$ cat src/nsc_pkg.sv
// types, character codes and helper functions for the nmea sentence checker
// no dependencies
package nsc_pkg;

	// control characters and framing symbols
	localparam logic [7:0] CH_NUL    = 8'h00;
	localparam logic [7:0] CH_LF     = 8'h0A;
	localparam logic [7:0] CH_CR     = 8'h0D;
	localparam logic [7:0] CH_DOLLAR = 8'h24;
	localparam logic [7:0] CH_STAR   = 8'h2A;

	// hex digit ranges
	localparam logic [7:0] CH_DIGIT0  = 8'h30;
	localparam logic [7:0] CH_DIGIT9  = 8'h39;
	localparam logic [7:0] CH_UPPER_A = 8'h41;
	localparam logic [7:0] CH_UPPER_F = 8'h46;
	localparam logic [7:0] CH_LOWER_A = 8'h61;
	localparam logic [7:0] CH_LOWER_F = 8'h66;

	// marker returned for a byte that is not a hex digit
	localparam logic [4:0] HEX_NONE = 5'd16;

	// sentence type tags, first letter in the top byte
	localparam logic [23:0] TAG_RMC = 24'h524D43;
	localparam logic [23:0] TAG_GGA = 24'h474741;
	localparam logic [23:0] TAG_GSA = 24'h475341;

	typedef enum logic [1:0] {
		KIND_OTHER = 2'd0,
		KIND_RMC   = 2'd1,
		KIND_GGA   = 2'd2,
		KIND_GSA   = 2'd3
	} kind_t;

	// summary of one completed line
	typedef struct packed {
		logic        valid;
		kind_t       kind;
		logic [6:0]  length;
		logic [7:0]  computed_sum;
		logic [7:0]  given_sum;
	} line_result_t;

	// digit value 0..15, or HEX_NONE
	function automatic logic [4:0] hex_digit(input logic [7:0] c);
		logic [4:0] d;
		d = HEX_NONE;
		if (c >= CH_DIGIT0 && c <= CH_DIGIT9) begin
			d = 5'(c - CH_DIGIT0);
		end else if (c >= CH_LOWER_A && c <= CH_LOWER_F) begin
			d = 5'(c - CH_LOWER_A) + 5'd10;
		end else if (c >= CH_UPPER_A && c <= CH_UPPER_F) begin
			d = 5'(c - CH_UPPER_A) + 5'd10;
		end
		return d;
	endfunction

	function automatic kind_t classify(input logic [23:0] tag);
		kind_t k;
		if (tag == TAG_RMC) begin
			k = KIND_RMC;
		end else if (tag == TAG_GGA) begin
			k = KIND_GGA;
		end else if (tag == TAG_GSA) begin
			k = KIND_GSA;
		end else begin
			k = KIND_OTHER;
		end
		return k;
	endfunction

endpackage

$ cat src/nsc_framer.sv
// line state of the sentence checker: framing, checksum and hex parsing per byte
// depends on nsc_pkg
module nsc_framer import nsc_pkg::*; #(
	parameter int LINE_BYTES = 128
) (
	input  logic         clk,
	input  logic         arst_n,
	input  logic         step,
	input  logic [7:0]   char_in,
	output line_result_t summary
);

	localparam int POS_W = $clog2(LINE_BYTES);

	logic [POS_W-1:0] pos_q, pos_d;
	logic [POS_W-1:0] content_len_q, content_len_d;
	logic             zero_seen_q, zero_seen_d;
	logic             dollar_q, dollar_d;
	logic [7:0]       xor_q, xor_d;
	logic             star_q, star_d;
	logic [1:0]       after_star_q, after_star_d;
	logic [7:0]       hex_q, hex_d;
	logic             hex_open_q, hex_open_d;
	logic [23:0]      tag_q, tag_d;
	logic [4:0]       digit;

	assign digit = hex_digit(char_in);

	// next line state for the byte in the input stage
	always_comb begin
		pos_d         = pos_q;
		content_len_d = content_len_q;
		zero_seen_d   = zero_seen_q;
		dollar_d      = dollar_q;
		xor_d         = xor_q;
		star_d        = star_q;
		after_star_d  = after_star_q;
		hex_d         = hex_q;
		hex_open_d    = hex_open_q;
		tag_d         = tag_q;
		if (step) begin
			if (char_in == CH_LF || (char_in != CH_CR &&
					pos_q == POS_W'(LINE_BYTES - 1))) begin
				// end of line or overflow: back to an empty line
				pos_d         = '0;
				content_len_d = '0;
				zero_seen_d   = 1'b0;
				dollar_d      = 1'b0;
				xor_d         = '0;
				star_d        = 1'b0;
				after_star_d  = '0;
				hex_d         = '0;
				hex_open_d    = 1'b1;
				tag_d         = '0;
			end else if (char_in != CH_CR) begin
				pos_d = pos_q + POS_W'(1);
				if (!zero_seen_q) begin
					if (char_in == CH_NUL) begin
						zero_seen_d = 1'b1;
					end else begin
						content_len_d = pos_q + POS_W'(1);
						if (pos_q == '0 && char_in == CH_DOLLAR) begin
							dollar_d = 1'b1;
						end
						// type letters at positions 3 to 5
						if (pos_q == POS_W'(3)) begin
							tag_d[23:16] = tag_q[23:16] | char_in;
						end
						if (pos_q == POS_W'(4)) begin
							tag_d[15:8] = tag_q[15:8] | char_in;
						end
						if (pos_q == POS_W'(5)) begin
							tag_d[7:0] = tag_q[7:0] | char_in;
						end
						// checksum field after the star, running xor before it
						if (star_q) begin
							if (after_star_q != 2'd2) begin
								after_star_d = after_star_q + 2'd1;
							end
							if (hex_open_q) begin
								if (digit != HEX_NONE) begin
									hex_d = {hex_q[3:0], digit[3:0]};
								end else begin
									hex_open_d = 1'b0;
								end
							end
						end else if (char_in == CH_STAR) begin
							star_d = 1'b1;
						end else if (pos_q != '0) begin
							xor_d = xor_q ^ char_in;
						end
					end
				end
			end
		end
	end

	// line state registers
	always_ff @(posedge clk or negedge arst_n) begin
		if (!arst_n) begin
			pos_q         <= '0;
			content_len_q <= '0;
			zero_seen_q   <= 1'b0;
			dollar_q      <= 1'b0;
			xor_q         <= '0;
			star_q        <= 1'b0;
			after_star_q  <= '0;
			hex_q         <= '0;
			hex_open_q    <= 1'b1;
			tag_q         <= '0;
		end else begin
			pos_q         <= pos_d;
			content_len_q <= content_len_d;
			zero_seen_q   <= zero_seen_d;
			dollar_q      <= dollar_d;
			xor_q         <= xor_d;
			star_q        <= star_d;
			after_star_q  <= after_star_d;
			hex_q         <= hex_d;
			hex_open_q    <= hex_open_d;
			tag_q         <= tag_d;
		end
	end

	// verdict for the line as it stands now
	always_comb begin
		summary.valid = content_len_q >= POS_W'(6) && dollar_q && star_q &&
			after_star_q == 2'd2 && xor_q == hex_q;
		summary.kind         = classify(tag_q);
		summary.length       = 7'(content_len_q);
		summary.computed_sum = xor_q;
		summary.given_sum    = hex_q;
	end

endmodule

$ cat config.mk
export PLATFORM = sky130hd
export DESIGN_NAME = nsc_framer
export DESIGN_NICKNAME = d
export VERILOG_FILES = /design/src/nsc_pkg.sv /design/src/nsc_framer.sv
export SDC_FILE = /design/constraint.sdc
export NUM_CORES = 1
export LEC_CHECK = 0
export ABC_AREA = 1
export BUFFER_PORTS_ARGS = -buffer_cell sky130_fd_sc_hd__buf_2
export CAP_MARGIN = 5
export CORE_UTILIZATION = 40
export DETAILED_ROUTE_END_ITERATION = 8
export SKIP_LAST_GASP = 1
export SLEW_MARGIN = 5
export SYNTH_ARGS = -nofsm -noshare
export SYNTH_HDL_FRONTEND = slang
export SYNTH_SLANG_ARGS = --single-unit
$ cat constraint.sdc
create_clock -name clk -period 2.1 [get_ports clk]
set_input_delay 0.42 -clock clk [delete_from_list [all_inputs] [get_ports clk]]
set_output_delay 0.42 -clock clk [all_outputs]
set_load 0.02 [all_outputs]
==> results of run 1 <==
repair_timing:
action                                  CTS  global route
endpoints found under the setup margin    1            22
pin swaps                                 2             1
hold buffers                              1             0
resized for setup                         4             5
hold endpoints to repair                 13             0
buffers inserted                          1             3
worst min path at each step:
stage,end,slack [ps],depth (start not counted)
final,tag_q[3],400,3
after detailed placement,content_len_q[3],360,1
after global routing,tag_q[3],410,3
after CTS,tag_q[3],390,3
after global placement,content_len_q[3],360,1
after floorplan,after_star_q[0],120,0
placed cells by master, fill, tap and decap left out, types with 5 or more instances in the layout:
| master | netlist | layout |
|---|---|---|
| ha_1 | 9 | 7 |
| nand3_1 | 43 | 43 |
| nor2_1 | 30 | 29 |
| inv_1 | 46 | 46 |
| nand2_4 | 6 | 6 |
| nand2_1 | 108 | 108 |
| nand2_2 | 5 | 5 |
| nand4_1 | 16 | 16 |
| a21oi_1 | 19 | 18 |
| dfrtp_1 | 59 | 59 |
| or2_2 | 6 | 6 |
| clkbuf_8 | 0 | 11 |
| buf_4 | 3 | 22 |
| o21ai_1 | 17 | 18 |
| o21ai_0 | 35 | 34 |
| buf_2 | 5 | 35 |
critical path, cell delays in order (launching register included):
cell	delay, ps
dfrtp_1	360
inv_1	100
a22o_1	220
nor4_1	270
nand2_1	100
nor2_1	100
buf_4	150
where the power goes:
group	switching [mW]	leakage, nW	total [mW]	internal, mW
Sequential	0.225	0.772	1.65	1.42
Combinational	0.724	1.19	1.19	0.466
Clock	0.471	0.102	1.08	0.609
Total	1.42	2.06	3.92	2.50
kinds of logic after synthesis:
family,Yosys count,synth area share (%)
buffers and inverters,64,8.99
XOR/XNOR,5,1.25
AO/OA/AOI/OAI,78,12.2
AND/OR/NAND/NOR,231,31.5
adder cells (fa/ha/maj),9,3.21
flip-flops,60,42.8
per-stage QoR:
| step | total power [mW] | instance area [µm²] |
|---|---|---|
| 2_1_floorplan | 2.45 | 3510 |
| 3_3_place_gp | 2.79 | 3860 |
| 3_5_place_dp | 2.82 | 3860 |
| 4_1_cts | 3.94 | 4100 |
| 5_1_grt | 4.19 | 4140 |
| 6_report | 3.92 | 4140 |
registers in the layout, summed over array words and instances (netlist names):
register       cells
dollar_q           1
zero_seen_q        1
hex_q              8
after_star_q       2
xor_q              8
content_len_q      7
tag_q             24
hex_open_q         1
pos_q              7
star_q             1
per-layer routing:
metal | up-vias | track usage, % | share of wire, %
met2 | 58 | 31.9 | 46
li1 | 1577 | - | -
met3 | 10 | 4.31 | 4.2
met4 | 0 | 6.97 | 1.2
met5 | - | 0 | 0
met1 | 1476 | 28.8 | 49
cell type report:
cell class                      instances  share of cell area [%]
Multi-Input combinational cell        323                    41.6
Sequential cell                        60                    36.3
Timing Repair Buffer                   60                    9.44
Inverter                               50                    4.54
Clock buffer                           12                    3.75
Tap cell                              105                    3.18
Clock inverter                          4                    1.15
==> summary.md, run 1 <==
| Metric | Value |
|---|---|
| Status | `completed` |
| Synth area leader | `dfrtp_1` |
| H-tree Lvls | `3` |
| Reg-to-Reg End | `hex_q[1]` |
| FILL cells | `848` |
| Global-route wire length before repair | `14200 µm` |
| Mapped cell area | `3510 µm²` |
| Initial antenna violation count | `0` |
| Reg-to-Reg Start | `pos_q[1]` |
| Async SR Flop Fraction | `100%` |
| First-pass detailed-route iteration total | `5` |
| Count leader, synth | `nand2_1` |
| Iter 0 DRT Violations | `~130` |
| Worst-margin pin slew | `558 ps` |
| Layout Nets | `524` |
| Critical Path RT | `1680 ps` |
| Pins over their slew limit | `0` |
| Top cells by area, synth | `dfrtp_1, nand2_1, nand3_1, o21ai_0, inv_1` |
| Detailed Place HPWL | `6440 µm` |
| R2R Setup Slk | `180 ps` |
| Worst clock skew | `between 5 and 6 ps` |
| Worst skew pair latency | `340 ps` |
| Die area | `just over 9000 µm²` |
| Maximum vdd drop | `477 µV` |
| Slew headroom | `62.7%` |
| Ant diodes | `0` |
| Register area | `1500 µm²` |
| Top_reg_cell synth | `dfrtp_1` |
| Drt via density | `5.08` |
| FP Rows | `33` |
| Hold path startpoint | `char_in[3]` |
| Area occupied by multi-input gates | `1720 µm²` |
| WS Path Type | `reg2out` |
| PortBufs | `36` |
| Cell Pwr Density | `~950 nW/µm²` |
| Setup violators final | `0` |
| Largest net degree at the start of global routing | `32` |
| RSZ-0062 raised after global routing | `true` |
| Worst reg2reg path depth | `11` |
| Setup ws final | `approximately 33 ps` |
| Final min period | `2070 ps` |
| DRT Wirelength | `8530 µm` |
| Syn Nets | `467` |
| Final core utilization | `49.6%` |
| Total track usage | `20.7%` |
| Commonest cells post-synth | `nand2_1, dfrtp_1, inv_1, nand3_1, o21ai_0` |
| Area share of the largest cell type after synthesis | `42.1%` |
| Static Leakage | `2.06 nW` |
| Number of I/O pins | `37` |
| CTS tree | `built` |
| Die Span Y | `approximately 96 µm` |
| Final hold slack | `401 ps` |
| GRT Residual Overflow | `0` |
| Number of synthesized flops with an enable pin | `0` |
| Routed WL per cell | `about 14 µm` |
| Avg Inst Size Synth | `7.85 µm²` |
| Placement Setup Slack | `-33.5 ps` |
| Initial core utilization | `42.0%` |
| Num CTS Buffers | `9` |
| Syn. warnings | `0` |
| Final Non-Filler Cells | `slightly above 600` |
| CTS Root Cell | `clkbuf_8` |
| WP data arrival | `1650 ps` |
| Max Clock Freq | `484 MHz` |
| Die width | `95.6 µm` |
| Crit Path Max Fanout | `3` |
| Area Overhead vs Synth | `17.9%` |
| Hold crit path type | `in2reg` |
| Critical Path Source | `xor_q[6]` |
| Max clock buf depth | `2` |
| Critical Path End Type | `primary output` |
| Clk pin slew, worst setup/hold paths | `70 ps` |
| Critical Path Sink | `summary[25]` |
| Placed Cells | `593` |
| Layout cells sized above 1 | `22.2%` |
| DR vias | `roughly 3.1k` |
| Core area | `8340 µm²` |
| Sequential share of the synthesized area | `42.8%` |
| Setup TNS Final | `0 ps` |
| Hold Vio Cnt, Final | `0` |
| Sinks on Clock Net | `60` |
| Synth unique cells | `37` |
| Max-cap violations | `0` |
| Routability cong. | `about 0.86` |
| Vias in the first global route | `2921` |
| Post-synthesis cell count | `447` |
| Final Cycle Share | `98.4%` |
| Flops & latches, synth | `60` |
| DRC viols | `0` |
| CP Launch Type | `flip-flop` |
| ANT nets after route | `0` |
(Power assumes the default switching activity.)
==> run 2: changes to the inputs <==
--- a/config.mk
+++ b/config.mk
@@ -10,4 +10,5 @@
 export CAP_MARGIN = 5
 export CORE_UTILIZATION = 40
+export CTS_BUF_LIST = sky130_fd_sc_hd__clkbuf_4 sky130_fd_sc_hd__clkbuf_8
 export DETAILED_ROUTE_END_ITERATION = 8
 export SKIP_LAST_GASP = 1
==> constraint.sdc (replaced) <==
create_clock -name clk -period 2.1 [get_ports clk]
set_input_delay 0.42 -clock clk [delete_from_list [all_inputs] [get_ports clk]]
set_output_delay 0.42 -clock clk [all_outputs]
set_load 0.01 [all_outputs]
==> run 2 against run 1 <==
Final cell count did not move. Total power shrank 1.4%. Wire length up 0.27%. Combinational power shrank 6%. Largest cell class unchanged. Core utilization shrank 0.075 points.
==> summary.md, run 2 (synthesis results as in run 1) <==
| Metric | Value |
|---|---|
| Status | `completed` |
| Setup TNS Final | `0 ps` |
| R2R Setup Slk | `180 ps` |
| Worst reg2reg path depth | `11` |
| Die width | `95.6 µm` |
| GRT Residual Overflow | `0` |
| Cell Pwr Density | `935 nW/µm²` |
| Final core utilization | `49.5%` |
| DRT Wirelength | `around 8600 µm` |
| Worst-margin pin slew | `560 ps` |
| CP Launch Type | `flip-flop` |
| Max-cap violations | `0` |
| Critical Path Sink | `summary[25]` |
| Maximum vdd drop | `480 µV` |
| Total track usage | `20.7%` |
| Hold Vio Cnt, Final | `0` |
| Reg-to-Reg Start | `pos_q[1]` |
| Area occupied by multi-input gates | `1710 µm²` |
| Pins over their slew limit | `0` |
| Layout Nets | `524` |
| Final min period | `2060 ps` |
| Number of I/O pins | `37` |
| RSZ-0062 raised after global routing | `true` |
| DRC viols | `0` |
| Reg-to-Reg End | `hex_q[1]` |
| Worst clock skew | `7.78 ps` |
| Routed WL per cell | `13.9 µm` |
| Global-route wire length before repair | `14200 µm` |
| WP data arrival | `1640 ps` |
| Core area | `about 8300 µm²` |
| FP Rows | `33` |
| Max clock buf depth | `2` |
| Critical Path RT | `1680 ps` |
| Crit Path Max Fanout | `3` |
| Max Clock Freq | `487 MHz` |
| Initial core utilization | `42.0%` |
| Most common cell after layout, fill and taps aside | `nand2_1` |
| Final hold slack | `399 ps` |
| Layout cells sized above 1 | `around 22%` |
| Ant diodes | `0` |
| Critical Path End Type | `primary output` |
| Initial antenna violation count | `0` |
| Largest regs | `tag_q: 24 flops, hex_q: 8 flops, xor_q: 8 flops` |
| Routability cong. | `about 0.86` |
| Die area | `9150 µm²` |
| Sinks on Clock Net | `60` |
| Final Cycle Share | `97.9%` |
| Drt via density | `5.06` |
| Clk pin slew, worst setup/hold paths | `70 ps` |
| Vias in the first global route | `2919` |
| Final Non-Filler Cells | `614` |
| Largest net degree at the start of global routing | `32` |
| Detailed Place HPWL | `6440 µm` |
| DR vias | `a little over 3k` |
| Register area | `about 1500 µm²` |
| Num CTS Buffers | `9` |
| Most flops, register | `tag_q` |
| Area Overhead vs Synth | `17.7%` |
| Critical Path Source | `xor_q[6]` |
| CTS Root Cell | `clkbuf_8` |
| Setup violators final | `0` |
| Slew headroom | `between 60% and 70%` |
| Static Leakage | `2.06 nW` |
| CTS tree | `built` |
| PortBufs | `36` |
| Iter 0 DRT Violations | `roughly 150` |
| First-pass detailed-route iteration total | `4` |
| Hold crit path type | `in2reg` |
| Die Span Y | `95.6 µm` |
| ANT nets after route | `0` |
| WS Path Type | `reg2out` |
| Placed Cells | `approximately 600` |
| FILL cells | `851` |
| Most frequent cells in the layout | `nand2_1, dfrtp_1, inv_1` |
| Max FFs per register | `24` |
| Worst skew pair latency | `350 ps` |
| H-tree Lvls | `3` |
## run 2: cell types whose count changed in the layout (fill, tap and decap cells not counted)
cell / before / now
buf_2: 35 / 36
xnor2_2: 1 / 0
buf_4: 22 / 21
o21ai_1: 18 / 17
o21ai_0: 34 / 35
clkbuf_4: 0 / 1
clkbuf_1: 1 / 0
xnor2_1: 3 / 4
## run 2: repair_timing
action | 4_1_cts | 5_1_grt
resized for setup | 2 | 4
endpoints found under the hold margin | 13 | 0
hold buffers | 1 | 0
pin swaps | 1 | 2
setup buffers | 1 | 3
setup endpoints to repair | 1 | 22
## run 2: layout make-up
type | count | share of cell area, %
timing repair buffer | 60 | 9.39
sequential | 60 | 36.4
multi-input combinational | 323 | 41.5
inverter | 50 | 4.55
clock inverter | 4 | 1.15
clock buffer | 12 | 3.85
tap | 105 | 3.18
## run 2: worst min-delay path by stage
stage / startpoint / endpoint / slack [ps] / cells after the start
floorplan: arst_n / after_star_q[0] / 120 / 0
global route: char_in[3] / tag_q[3] / 410 / 3
detailed placement: arst_n / content_len_q[3] / 360 / 1
CTS: char_in[3] / tag_q[3] / 390 / 3
finish: char_in[3] / tag_q[3] / 400 / 3
global placement: arst_n / content_len_q[3] / 360 / 1
## run 2: metrics by stage
stage	setup slack (ps)	area [µm²]	power [mW]
after floorplan	441	3510	2.38
after global placement	-3.59	3860	2.71
after detailed placement	-33.5	3860	2.74
after CTS	2.06	4090	3.87
after global routing	-71.6	4130	4.13
final	45.0	4130	3.86
## run 2: critical path: stages (launching register included)
cell	delay, ps
dfrtp_1	360
inv_1	100
a22o_1	220
nor4_1	270
nand2_1	100
nor2_1	100
buf_2	140
## run 2: power by group
part	switching [mW]	internal (mW)	total, mW
Sequential	0.224	1.42	1.64
Clock	0.479	0.622	1.10
Combinational	0.653	0.462	1.12
Total	1.36	2.50	3.86
## run 2: metal layers
| layer | global-route usage [%] | up-vias | wire length (µm) |
|---|---|---|---|
| met5 | 0 | - | 0 |
| met4 | 6.97 | 0 | 102 |
| met3 | 4.31 | 9 | 292 |
| met2 | 31.9 | 50 | 3910 |
| met1 | 28.8 | 1472 | 4250 |
| li1 | - | 1577 | - |
